===== config.mk =====
export PLATFORM = sky130hd
export DESIGN_NAME = sbc_front
export DESIGN_NICKNAME = d
export VERILOG_FILES = /design/src/sbc_pkg.sv /design/src/sbc_front.sv
export SDC_FILE = /design/constraint.sdc
export NUM_CORES = 1
export LEC_CHECK = 0
export BUFFER_PORTS_ARGS = -buffer_cell sky130_fd_sc_hd__buf_2
export CAP_MARGIN = 20
export CORE_ASPECT_RATIO = 0.8
export CORE_MARGIN = 4
export CORE_UTILIZATION = 42
export CTS_CLUSTER_DIAMETER = 150
export DETAILED_ROUTE_END_ITERATION = 12
export PLACE_DENSITY = 0.63
export SLEW_MARGIN = 30
export SYNTH_ARGS = -nofsm -noshare
export SYNTH_HDL_FRONTEND = slang
export SYNTH_SLANG_ARGS = --single-unit
export TNS_END_PERCENT = 20

===== constraint.sdc =====
create_clock -name clock -period 5.1 [get_ports clock]
set_input_delay 1.02 -clock clock [delete_from_list [all_inputs] [get_ports clock]]
set_output_delay 1.02 -clock clock [all_outputs]
set_load 0.02 [all_outputs]

===== src/sbc_pkg.sv =====
// ----------------------------------------------------------------------------
// sbc_pkg
// types, constants and helpers shared by the stereo band compressor
// ----------------------------------------------------------------------------
`timescale 1ns / 1ps

package sbc_pkg;

   localparam int FRONT_DEPTH = 2;

   localparam logic [19:0] ONE_Q16   = 20'd65536;
   localparam logic [15:0] DIV5_MULT = 16'd52429;

   // register indexes on the csr port
   localparam logic [2:0] CSR_THRESHOLD     = 3'd0;
   localparam logic [2:0] CSR_INVERSE_RATIO = 3'd1;
   localparam logic [2:0] CSR_RISE_COEF     = 3'd2;
   localparam logic [2:0] CSR_FALL_COEF     = 3'd3;
   localparam logic [2:0] CSR_OUTPUT_GAIN   = 3'd4;
   localparam logic [2:0] CSR_GATE_LEVEL    = 3'd5;
   localparam logic [2:0] CSR_BOOST_MAX     = 3'd6;

   typedef struct packed {
      logic signed [23:0] left_sample;
      logic signed [23:0] right_sample;
   } req_type;

   typedef struct packed {
      logic signed [23:0] left_out;
      logic signed [23:0] right_out;
   } rsp_type;

   typedef struct packed {
      logic [22:0] threshold;
      logic [16:0] inverse_ratio;
      logic [23:0] rise_coef;
      logic [23:0] fall_coef;
      logic [23:0] output_gain;
      logic [22:0] gate_level;
      logic [14:0] boost_max;
   } cfg_type;

   localparam cfg_type CFG_RESET = '{
      threshold:     23'd838861,
      inverse_ratio: 17'd65536,
      rise_coef:     24'd16609444,
      fall_coef:     24'd16760438,
      output_gain:   24'd65536,
      gate_level:    23'd41943,
      boost_max:     15'd8192
   };

   // one channel after classification: sign and magnitude
   typedef struct packed {
      logic        neg;
      logic [23:0] mag;
   } chan_type;

   typedef struct packed {
      chan_type left;
      chan_type right;
   } item_type;

   typedef enum logic [3:0] {
      S_IDLE, S_ENV1, S_ENV2, S_CLASS, S_LOG, S_EXPO,
      S_EXPSET, S_EXP, S_SCALE, S_GAIN, S_OUT
   } eng_state_type;

   // 2^(2^-(k+1)) for entry k, in q1.30
   localparam logic [30:0] EXP_TAB [16] = '{
      31'd1518500250, 31'd1276901417, 31'd1170923762, 31'd1121280436,
      31'd1097253708, 31'd1085434106, 31'd1079572136, 31'd1076653033,
      31'd1075196443, 31'd1074468888, 31'd1074105294, 31'd1073923544,
      31'd1073832680, 31'd1073787251, 31'd1073764537, 31'd1073753181
   };

   function automatic logic [4:0] lead_one(input logic [23:0] x);
      logic [4:0] p;
      p = '0;
      for (int i = 0; i < 24; i++) begin
         if (x[i]) p = 5'(i);
      end
      return p;
   endfunction

   function automatic chan_type classify(input logic [23:0] raw);
      chan_type c;
      c.neg = raw[23];
      c.mag = raw[23] ? (24'd0 - raw) : {1'b0, raw[22:0]};
      return c;
   endfunction

endpackage


===== src/sbc_front.sv =====
// ----------------------------------------------------------------------------
// sbc_front
// takes requests, splits each sample into sign and magnitude, queues them
// ----------------------------------------------------------------------------
`timescale 1ns / 1ps

module sbc_front #(
   parameter int Depth = sbc_pkg::FRONT_DEPTH
) (
   input  logic              clock,
   input  logic              reset,
   input  logic              push,
   output logic              full,
   input  sbc_pkg::req_type  req_data,
   output logic              item_valid,
   input  logic              item_take,
   output sbc_pkg::item_type item
);
   import sbc_pkg::*;

   localparam int PtrW = (Depth > 1) ? $clog2(Depth) : 1;
   localparam int CntW = $clog2(Depth + 1);

   item_type            queue_ff [Depth];
   logic [PtrW-1:0]     wr_ptr_ff, wr_ptr_in;
   logic [PtrW-1:0]     rd_ptr_ff, rd_ptr_in;
   logic [CntW-1:0]     count_ff, count_in;
   logic                do_push, do_pop;
   item_type            new_item;

   assign full       = (count_ff == CntW'(Depth));
   assign item_valid = (count_ff != '0);
   assign item       = queue_ff[rd_ptr_ff];
   assign do_push    = push && !full;
   assign do_pop     = item_take && item_valid;

   always_comb begin
      new_item.left  = classify(req_data.left_sample);
      new_item.right = classify(req_data.right_sample);
      wr_ptr_in = wr_ptr_ff;
      rd_ptr_in = rd_ptr_ff;
      if (do_push) begin
         wr_ptr_in = (wr_ptr_ff == PtrW'(Depth - 1)) ? '0 : wr_ptr_ff + 1'b1;
      end
      if (do_pop) begin
         rd_ptr_in = (rd_ptr_ff == PtrW'(Depth - 1)) ? '0 : rd_ptr_ff + 1'b1;
      end
      count_in = count_ff + CntW'(do_push) - CntW'(do_pop);
   end

   always_ff @(posedge clock) begin
      if (reset) begin
         wr_ptr_ff <= '0;
         rd_ptr_ff <= '0;
         count_ff  <= '0;
      end else begin
         wr_ptr_ff <= wr_ptr_in;
         rd_ptr_ff <= rd_ptr_in;
         count_ff  <= count_in;
      end
   end

   always_ff @(posedge clock) begin
      if (do_push) queue_ff[wr_ptr_ff] <= new_item;
   end

endmodule


==> results.py, run 1 <==
metrics = {
    "synth": {
        "synth_nets": 377,
        "synthCells": 321,
        "muxShareOfSynthArea_pct": 11.8,
        "synth-seq-area-share_pct": 65.0,
        "ys.flop_type": "edfxtp_1",
        "synthAdderAreaFrac_pct": 1.05,
        "ys_ff_latch": 105,
        "syn-cell-area_mm2": 0.00477,
        "synth_top_family_by_area": "multiplexers",
        "synth_compound_area_share_pct": 5.04,
        "synth_edf_count": 100,
        "avgSynthCellArea_um2": 14.9,
        "yosysWarnings": 0,
        "synth-simple-area-share_pct": 7.21,
        "async_flop_share_pct": 0,
        "synth_cell_types": 30,
        "synth_xor_area_share_pct": 8.44,
    },
    "finish": {
        "area_delta_synth_final_pct": 21.8,
        "drive_gt1_share_pct": 41.5,
        "antenna_cells": 0,
        "final_cells": 578,
        "n_fill_cell": 969,
        "ff_latch_area_mm2": 0.00310,
        "multi_input_area_mm2": 0.00161,
        "most-common-layout-cells": "103 x buf_2, 100 x edfxtp_1, 50 x mux2_2",
        "final_area_mm2": 0.00581,
        "layout_commonest_cell": "buf_2",
        "final_nets": 485,
    },
    "clocking": {
        "clockBufferDepth": 2,
        "cts_tree": "yes",
        "post_cts_buffers": 0,
        "clock_latency_ps": 330,
        "cts.clk_slew.worst_paths_ps": 60,
        "cts-resized-gates": 0,
        "numCtsBuffers": 9,
        "cts.sinks": 105,
        "cts_root_buf": "clkbuf_16",
        "postCtsHoldBufs": 0,
        "htree_num_levels": 3,
    },
    "routing": {
        "vias_per_cell": 5.21,
        "first_pass_iters": 4,
        "via_count": 3011,
        "wl_per_cell_um": 16.8,
        "drtAntennaViolNets": 0,
        "route.detailed.drc": 0,
        "drt_iter0_markers": 135,
        "totalWireLength_um": 9700,
    },
    "timing": {
        "min_period_ps": 3120,
        "fin_worst_skew_ps": 3.76,
        "fin_crit_sh_pct": 61.1,
        "relSlewSlack_pct": 55.4,
        "rsz0062_at_grt": "false",
        "setup_tns_ps": 0,
        "hold_viol_final": 0,
        "maxSlewViolCount": 0,
        "fmax_ghz": 0.321,
        "setup_viol": 0,
        "worstMarginPinSlew_ps": 662,
    },
    "floorplanning": {
        "die_w_um": 127,
        "row_count": 34,
        "fp.dieH_um": 103,
        "dieArea_mm2": 0.0131,
        "core_area_mm2": 0.0110,
        "ios": 104,
        "start_util_pct": 43.5,
    },
    "critical_path": {
        "cp.required_ps": 4080,
        "worst_setup_path_start_kind": "flop",
        "arrival_ps": 2100,
        "cp_max_fo": 29,
        "r2r_end": "queue_ff[0][49]",
        "crit_type": "reg -> out",
        "r2r_slack_ps": 3140,
        "cp-endpoint": "item[28]",
        "r2r_start": "count_ff[0]",
        "endpoint_kind": "output pin",
        "r2r_cells": 6,
    },
    "placement": {
        "io_buffer_count": 103,
        "dpl-instance-area_mm2": 0.00550,
        "place.gp.congestion": 0.845,
        "placed_cells": 562,
        "dpl.hpwl_um": 6980,
    },
    "power": {
        "total_leakage_power_nw": 2.09,
        "powerDensity_mw_per_mm2": 456,
        "peakVddDrop_mv": 0.203,
    },
    "global_routing": {
        "grt_pass1_vias": 2941,
        "grt_use_total_pct": 15.0,
        "grt_pass1_wl_um": 15200,
        "grt_remaining_overflow": 0,
        "antenna_found_initial": 0,
        "grt_max_degree": 30,
    },
    "run": {
        "drv_cap": 0,
    },
    "worst_hold_path": {
        "worstHoldPathType": "reg -> reg",
    },
    "status": {
        "outcome": "completed",
    },
}
==> logic make-up (layout without fill, tap and decap cells) <==
logic type      Yosys count  after routing
flops                   105            105
fa+ha+maj                 4              4
compound gates           35             35
mux                      50             50
xor+xnor                 46             46
buf+inv                  18            131
simple gates             63             63
==> Yosys cell counts, types with 4 or more instances <==
master,count,area share [%]
nand2_1,16,1.3
dfxtp_1,5,2.1
clkbuf_1,11,0.87
o41ai_1,7,1.3
inv_1,7,0.55
nand2b_1,6,0.79
mux2_2,50,12
xnor2_1,43,7.9
nand3_1,4,0.42
nor4_1,6,0.79
nor2_1,10,0.79
o31ai_1,14,2.2
o21ai_0,13,1.4
ha_1,4,1.0
or3_1,5,0.66
edfxtp_1,100,63
==> layout make-up <==
cell class / instances / area share, %
flip-flops and latches: 105 / 53.4
multi-input cells: 198 / 27.7
repair buffers: 108 / 9.99
clock buffers: 10 / 3.94
well taps: 144 / 3.10
clock inverters: 6 / 1.42
inverters: 7 / 0.452
==> sequential cells by signal, indices dropped and copies added, names as in the netlist, named ones only <==
register   count
count_ff       2
queue_ff     100
rd_ptr_ff      1
wr_ptr_ff      1
==> critical path, cell delays in order, from the launching register on <==
cell and delay, ps:
dfxtp_2 680, buf_4 490, mux2_2 410, buf_2 160
==> layer usage <==
layer  wire [um]  vias up  global-route usage [%]
li1            -     1435                       -
met1        4510     1494                    20.6
met2        4620       67                    24.0
met3         410       15                    3.80
met4         169        0                    4.37
met5           0        -                       0
==> worst min-delay path by stage <==
| stage | slack, ps | start | cells past startpoint | endpoint |
|---|---|---|---|---|
| global route | 580 | rd_ptr_ff | 2 | flop |
| finish | 540 | count_ff[1] | 2 | count_ff[1] |
| global placement | 500 | rd_ptr_ff | 2 | flop |
| CTS | 540 | rd_ptr_ff | 2 | flop |
| detailed placement | 520 | rd_ptr_ff | 2 | rd_ptr_ff |
| floorplan | 480 | rd_ptr_ff | 2 | flop |
==> where the power goes <==
group / switching (W) / leakage [nW] / internal, W
clock: 0.000279 / 0.154 / 0.000427
sequential: 0.0000538 / 0.978 / 0.00111
combinational: 0.000458 / 0.956 / 0.000318
total: 0.000791 / 2.09 / 0.00186
==> through the flow <==
stage	setup slack, ps	utilization [%]	total power [W]	hold WS, ps
after floorplan	1430	-	0.00170	481
after global placement	2220	49.7	0.00195	497
after detailed placement	2170	50.1	0.00198	521
after CTS	1940	53.0	0.00269	543
after global routing	1880	53.0	0.00279	578
final	1980	53.0	0.00265	540
(Power assumes the default switching activity.)
==> inputs of run 2 (changes only) <==
--- a/config.mk
+++ b/config.mk
@@ -5,6 +5,7 @@
 export SDC_FILE = /design/constraint.sdc
 export NUM_CORES = 1
 export LEC_CHECK = 0
+export ABC_AREA = 1
 export BUFFER_PORTS_ARGS = -buffer_cell sky130_fd_sc_hd__buf_2
 export CAP_MARGIN = 20
 export CORE_ASPECT_RATIO = 0.8
==> constraint.sdc (replaced) <==
create_clock -name clock -period 3.1 [get_ports clock]
set_input_delay 0.62 -clock clock [delete_from_list [all_inputs] [get_ports clock]]
set_output_delay 0.62 -clock clock [all_outputs]
set_load 0.02 [all_outputs]
==> results.py, run 2 <==
metrics = {
    "timing": {
        "hold_viol_final": 0,
        "rsz0062_at_grt": "false",
        "min_period_ps": 2440,
        "fin_worst_skew_ps": 4.44,
        "whs_ps": 488,
        "fin_crit_sh_pct": 78.9,
        "relSlewSlack_pct": 61.3,
        "worstMarginPinSlew_ps": 580,
        "setup_viol": 0,
        "finalWorstSetupSlack_ps": 655,
        "fmax_ghz": 0.409,
        "maxSlewViolCount": 0,
    },
    "placement": {
        "placed_cells": 701,
        "dpl-instance-area_mm2": 0.00587,
        "dpl.hpwl_um": 8410,
        "dp_slack_ps": 989,
        "place.gp.congestion": 0.932,
        "io_buffer_count": 103,
    },
    "synth": {
        "synth_area_leader_cell": "edfxtp_1",
        "synth_nets": 511,
        "synth-seq-area-share_pct": 60.2,
        "avgSynthCellArea_um2": 11.3,
        "synthTopCellsByCount": "100 x edfxtp_1, 95 x nand2_1, 44 x nor2_1",
        "syn-cell-area_mm2": 0.00516,
        "ys_ff_latch": 105,
        "synth_area_leaders": "edfxtp_1 58%, mux2_2 8.9%, nand2_1 6.9%, nor2_1 3.2%, xnor2_1 3.1%",
        "synth.most_common_cell": "edfxtp_1",
        "ys.flop_type": "edfxtp_1",
        "synth_edf_count": 100,
        "yosysTopAreaCellShare_pct": 58.2,
        "async_flop_share_pct": 0,
        "synthCells": 455,
        "yosysWarnings": 0,
        "synth_cell_types": 29,
    },
    "critical_path": {
        "endpoint_kind": "output pin",
        "crit_chain": "buf_12, mux2_2, buf_2",
        "path_buf_inv": 2,
        "cp.required_ps": 2480,
        "worst_setup_path_start_kind": "flop",
        "crit_type": "reg -> out",
        "cp_slowest_cell": "dfxtp_2",
        "crit_family": "flip-flops",
        "slowest_delay_ps": 680,
        "r2r_start": "count_ff[1]",
        "cp_max_fo": 31,
        "arrival_ps": 1820,
    },
    "clocking": {
        "cts.clk_slew.worst_paths_ps": 70,
        "clock_latency_ps": 330,
        "cts.sinks": 105,
        "cts_root_buf": "clkbuf_16",
        "post_cts_buffers": 0,
        "clockBufferDepth": 2,
        "postCtsHoldBufs": 0,
        "cts-resized-gates": 0,
        "htree_num_levels": 3,
        "numCtsBuffers": 9,
        "cts_tree": "yes",
    },
    "floorplanning": {
        "ios": 104,
        "die_w_um": 132,
        "start_util_pct": 43.8,
        "dieArea_mm2": 0.0141,
        "fp.dieH_um": 107,
        "core_area_mm2": 0.0118,
        "row_count": 35,
    },
    "global_routing": {
        "grt_remaining_overflow": 0,
        "antenna_found_initial": 0,
        "grt_max_degree": 32,
        "grt_use_total_pct": 16.2,
        "grt_pass1_wl_um": 17800,
        "grt_pass1_vias": 3501,
    },
    "worst_hold_path": {
        "hold_start": "rd_ptr_ff",
        "worstHoldPathType": "reg -> reg",
    },
    "finish": {
        "final_cells": 717,
        "final_area_mm2": 0.00617,
        "area_delta_synth_final_pct": 19.6,
        "antenna_cells": 0,
        "final_nets": 620,
        "reg_top3": "queue_ff: 100 flops, count_ff: 2 flops",
        "largest_register_ffs": 100,
        "layout_commonest_cell": "buf_2",
        "drive_gt1_share_pct": 32.9,
        "most-common-layout-cells": "103 x buf_2, 100 x edfxtp_1, 95 x nand2_1",
        "largest-register": "queue_ff",
    },
    "power": {
        "peakVddDrop_mv": 0.334,
        "powerDensity_mw_per_mm2": 701,
        "total_leakage_power_nw": 2.48,
        "p_total_w": 0.00433,
    },
    "routing": {
        "drt_iter0_markers": 252,
        "via_count": 3596,
        "first_pass_iters": 5,
        "wl_per_cell_um": 15.8,
        "drtAntennaViolNets": 0,
        "route.detailed.drc": 0,
        "vias_per_cell": 5.02,
        "totalWireLength_um": 11300,
    },
    "status": {
        "outcome": "completed",
    },
    "run": {
        "drv_cap": 0,
    },
}
## run 2: kinds of logic (layout without fill, tap and decap cells)
kind of cell / Yosys count / in the layout / share of synthesized area [%]
simple gates: 192 / 192 / 16.3
xor+xnor: 27 / 27 / 4.58
compound gates: 28 / 28 / 3.20
buf+inv: 49 / 163 / 3.90
flops: 105 / 105 / 60.2
mux: 50 / 50 / 10.9
fa+ha+maj: 4 / 4 / 0.970
## run 2: cell type report
| class | count | area, um2 |
|---|---|---|
| Fill cell | 1054 | 5610 |
| Sequential cell | 105 | 3100 |
| Multi-Input combinational cell | 301 | 1870 |
| Timing Repair Buffer | 108 | 566 |
| Clock buffer | 12 | 246 |
| Tap cell | 148 | 185 |
| Inverter | 39 | 146 |
| Clock inverter | 4 | 52.6 |
## run 2: routing by layer
layer | GRT usage (%) | part of all wire (%) | routed length [um]
met1 | 21.9 | 45 | 5140
met2 | 26.2 | 47 | 5320
met3 | 4.22 | 6.3 | 715
met4 | 4.57 | 1.2 | 139
met5 | 0 | 0 | 0
## run 2: worst register-to-register path, stage by stage (launching register included)
cell and delay, ps:
dfxtp_1 310, inv_1 110, o21ai_2 130, nor2_4 470, buf_4 410
## run 2: worst paths after layout
path	endpoint	slack, ps	cells after the start
setup / recovery	item[7]	660	3
hold / removal	flop	490	2
setup reg to reg	queue_ff[1][37]	1350	4
hold reg to reg	flop	490	2
## run 2: report_power, final
group	switching (W)	leakage (nW)	internal (W)	total (W)
Clock	0.000470	0.147	0.000652	0.00112
Sequential	0.0000880	0.978	0.00184	0.00192
Combinational	0.000789	1.35	0.000491	0.00128
## run 2: stage by stage
stage / utilization, % / TNS, ps
3_5_place_dp: 49.8 / 0
3_3_place_gp: 49.8 / 0
5_1_grt: 52.4 / 0
2_1_floorplan: - / -7690
6_report: 52.4 / 0
4_1_cts: 52.4 / 0
==> inputs of run 3 (changes only) <==
==> constraint.sdc (replaced) <==
create_clock -name clock -period 2.26 [get_ports clock]
set_input_delay 0.452 -clock clock [delete_from_list [all_inputs] [get_ports clock]]
set_output_delay 0.452 -clock clock [all_outputs]
set_load 0.02 [all_outputs]
==> results.py, run 3 (synthesis gave the netlist of run 2 again) <==
metrics = {
    "finish": {
        "largest_register_ffs": 100,
        "reg_top3": "queue_ff: 100 flops, count_ff: 2 flops",
        "most-common-layout-cells": "103 x buf_2, 100 x edfxtp_1, 95 x nand2_1",
        "multi_input_area_mm2": 0.00187,
        "largest-register": "queue_ff",
        "drive_gt1_share_pct": 33.3,
        "final_nets": 622,
        "ff_latch_area_mm2": 0.00310,
        "area_delta_synth_final_pct": 20.3,
        "final_area_mm2": 0.00620,
        "layout_commonest_cell": "buf_2",
        "n_fill_cell": 1067,
        "antenna_cells": 0,
    },
    "floorplanning": {
        "core_area_mm2": 0.0118,
        "fp.dieH_um": 107,
        "dieArea_mm2": 0.0141,
        "ios": 104,
        "row_count": 35,
        "start_util_pct": 43.8,
        "die_w_um": 132,
    },
    "timing": {
        "relSlewSlack_pct": 69.9,
        "maxSlewViolCount": 0,
        "worstMarginPinSlew_ps": 452,
        "fin_crit_sh_pct": 88.4,
        "min_period_ps": 2000,
        "setup_tns_ps": 0,
        "setup_viol": 0,
        "rsz0062_at_grt": "false",
        "hold_viol_final": 0,
        "fmax_ghz": 0.501,
        "fin_worst_skew_ps": 6.13,
        "finalWorstSetupSlack_ps": 263,
        "whs_ps": 314,
    },
    "clocking": {
        "clockBufferDepth": 2,
        "htree_num_levels": 3,
        "numCtsBuffers": 9,
        "cts_tree": "yes",
        "post_cts_buffers": 0,
        "postCtsHoldBufs": 0,
        "cts_root_buf": "clkbuf_16",
        "cts.sinks": 105,
        "cts.clk_slew.worst_paths_ps": 70,
        "clock_latency_ps": 340,
        "cts-resized-gates": 0,
    },
    "critical_path": {
        "cp.required_ps": 1810,
        "crit_chain": "buf_4, mux2_2, buf_2",
        "crit_type": "reg -> out",
        "arrival_ps": 1540,
        "slowest_delay_ps": 390,
        "endpoint_kind": "output pin",
        "cp_max_fo": 20,
        "cp_slowest_cell": "mux2_2",
        "worst_setup_path_start_kind": "flop",
    },
    "global_routing": {
        "antenna_found_initial": 0,
        "grt_pass1_vias": 3421,
        "grt_remaining_overflow": 0,
        "grt_use_total_pct": 15.9,
        "grt_max_degree": 31,
        "grt_pass1_wl_um": 17600,
    },
    "routing": {
        "drtAntennaViolNets": 0,
        "vias_per_cell": 4.93,
        "via_count": 3543,
        "totalWireLength_um": 11300,
        "route.detailed.drc": 0,
        "drt_iter0_markers": 231,
        "first_pass_iters": 4,
        "wl_per_cell_um": 15.7,
    },
    "power": {
        "total_leakage_power_nw": 2.49,
        "peakVddDrop_mv": 0.459,
        "powerDensity_mw_per_mm2": 978,
    },
    "placement": {
        "dp_slack_ps": 466,
        "io_buffer_count": 103,
        "dpl.hpwl_um": 8330,
        "dpl-instance-area_mm2": 0.00589,
        "place.gp.congestion": 0.888,
    },
    "status": {
        "outcome": "completed",
    },
    "run": {
        "drv_cap": 0,
    },
    "worst_hold_path": {
        "worstHoldPathType": "in -> reg",
    },
}
==> run 3: area by class of cell <==
type	count	area share [%]
sequential	105	50.0
tap	148	2.98
clock buffer	10	3.69
inverter	39	2.36
timing repair buffer	110	9.36
multi-input combinational	301	30.1
clock inverter	6	1.45
==> run 3: where the power goes <==
group	switching [W]	internal [W]	leakage, nW	total, W
Sequential	0.0000721	0.00252	0.978	0.00259
Combinational	0.00115	0.000683	1.36	0.00183
Clock	0.000676	0.000977	0.153	0.00165
Total	0.00189	0.00418	2.49	0.00607
==> run 3: routing by layer <==
metal,vias to the layer above,track usage (%),wire [um]
met5,-,0,0
met4,0,4.87,196
met3,14,3.71,416
met2,78,24.7,5080
met1,1668,22.3,5590
li1,1783,-,-
==> run 3: final timing paths <==
| check | start | endpoint | slack, ps | cells past startpoint |
|---|---|---|---|---|
| worst min-delay path | req_data[24] | queue_ff[1][25] | 310 | 1 |
| worst max register to register | count_ff[0] | count_ff[1] | 610 | 9 |
| worst min register to register | rd_ptr_ff | rd_ptr_ff | 500 | 2 |
| worst max-delay path | flop | item[6] | 260 | 3 |
==> run 3: per-stage QoR <==
step           utilization (%)  power (W)  std cells
2_1_floorplan                -    0.00386        455
3_3_place_gp              50.0    0.00447        703
3_5_place_dp              50.0    0.00449        703
4_1_cts                   52.7    0.00616        719
5_1_grt                   52.7    0.00639        719
6_report                  52.7    0.00607        719
==> run 3: critical path, delay by kind of cell, from the launching register on <==
family                 cells  cell delay [ps]
flip-flops                 1              350
multiplexers               1              390
buffers and inverters      2              470
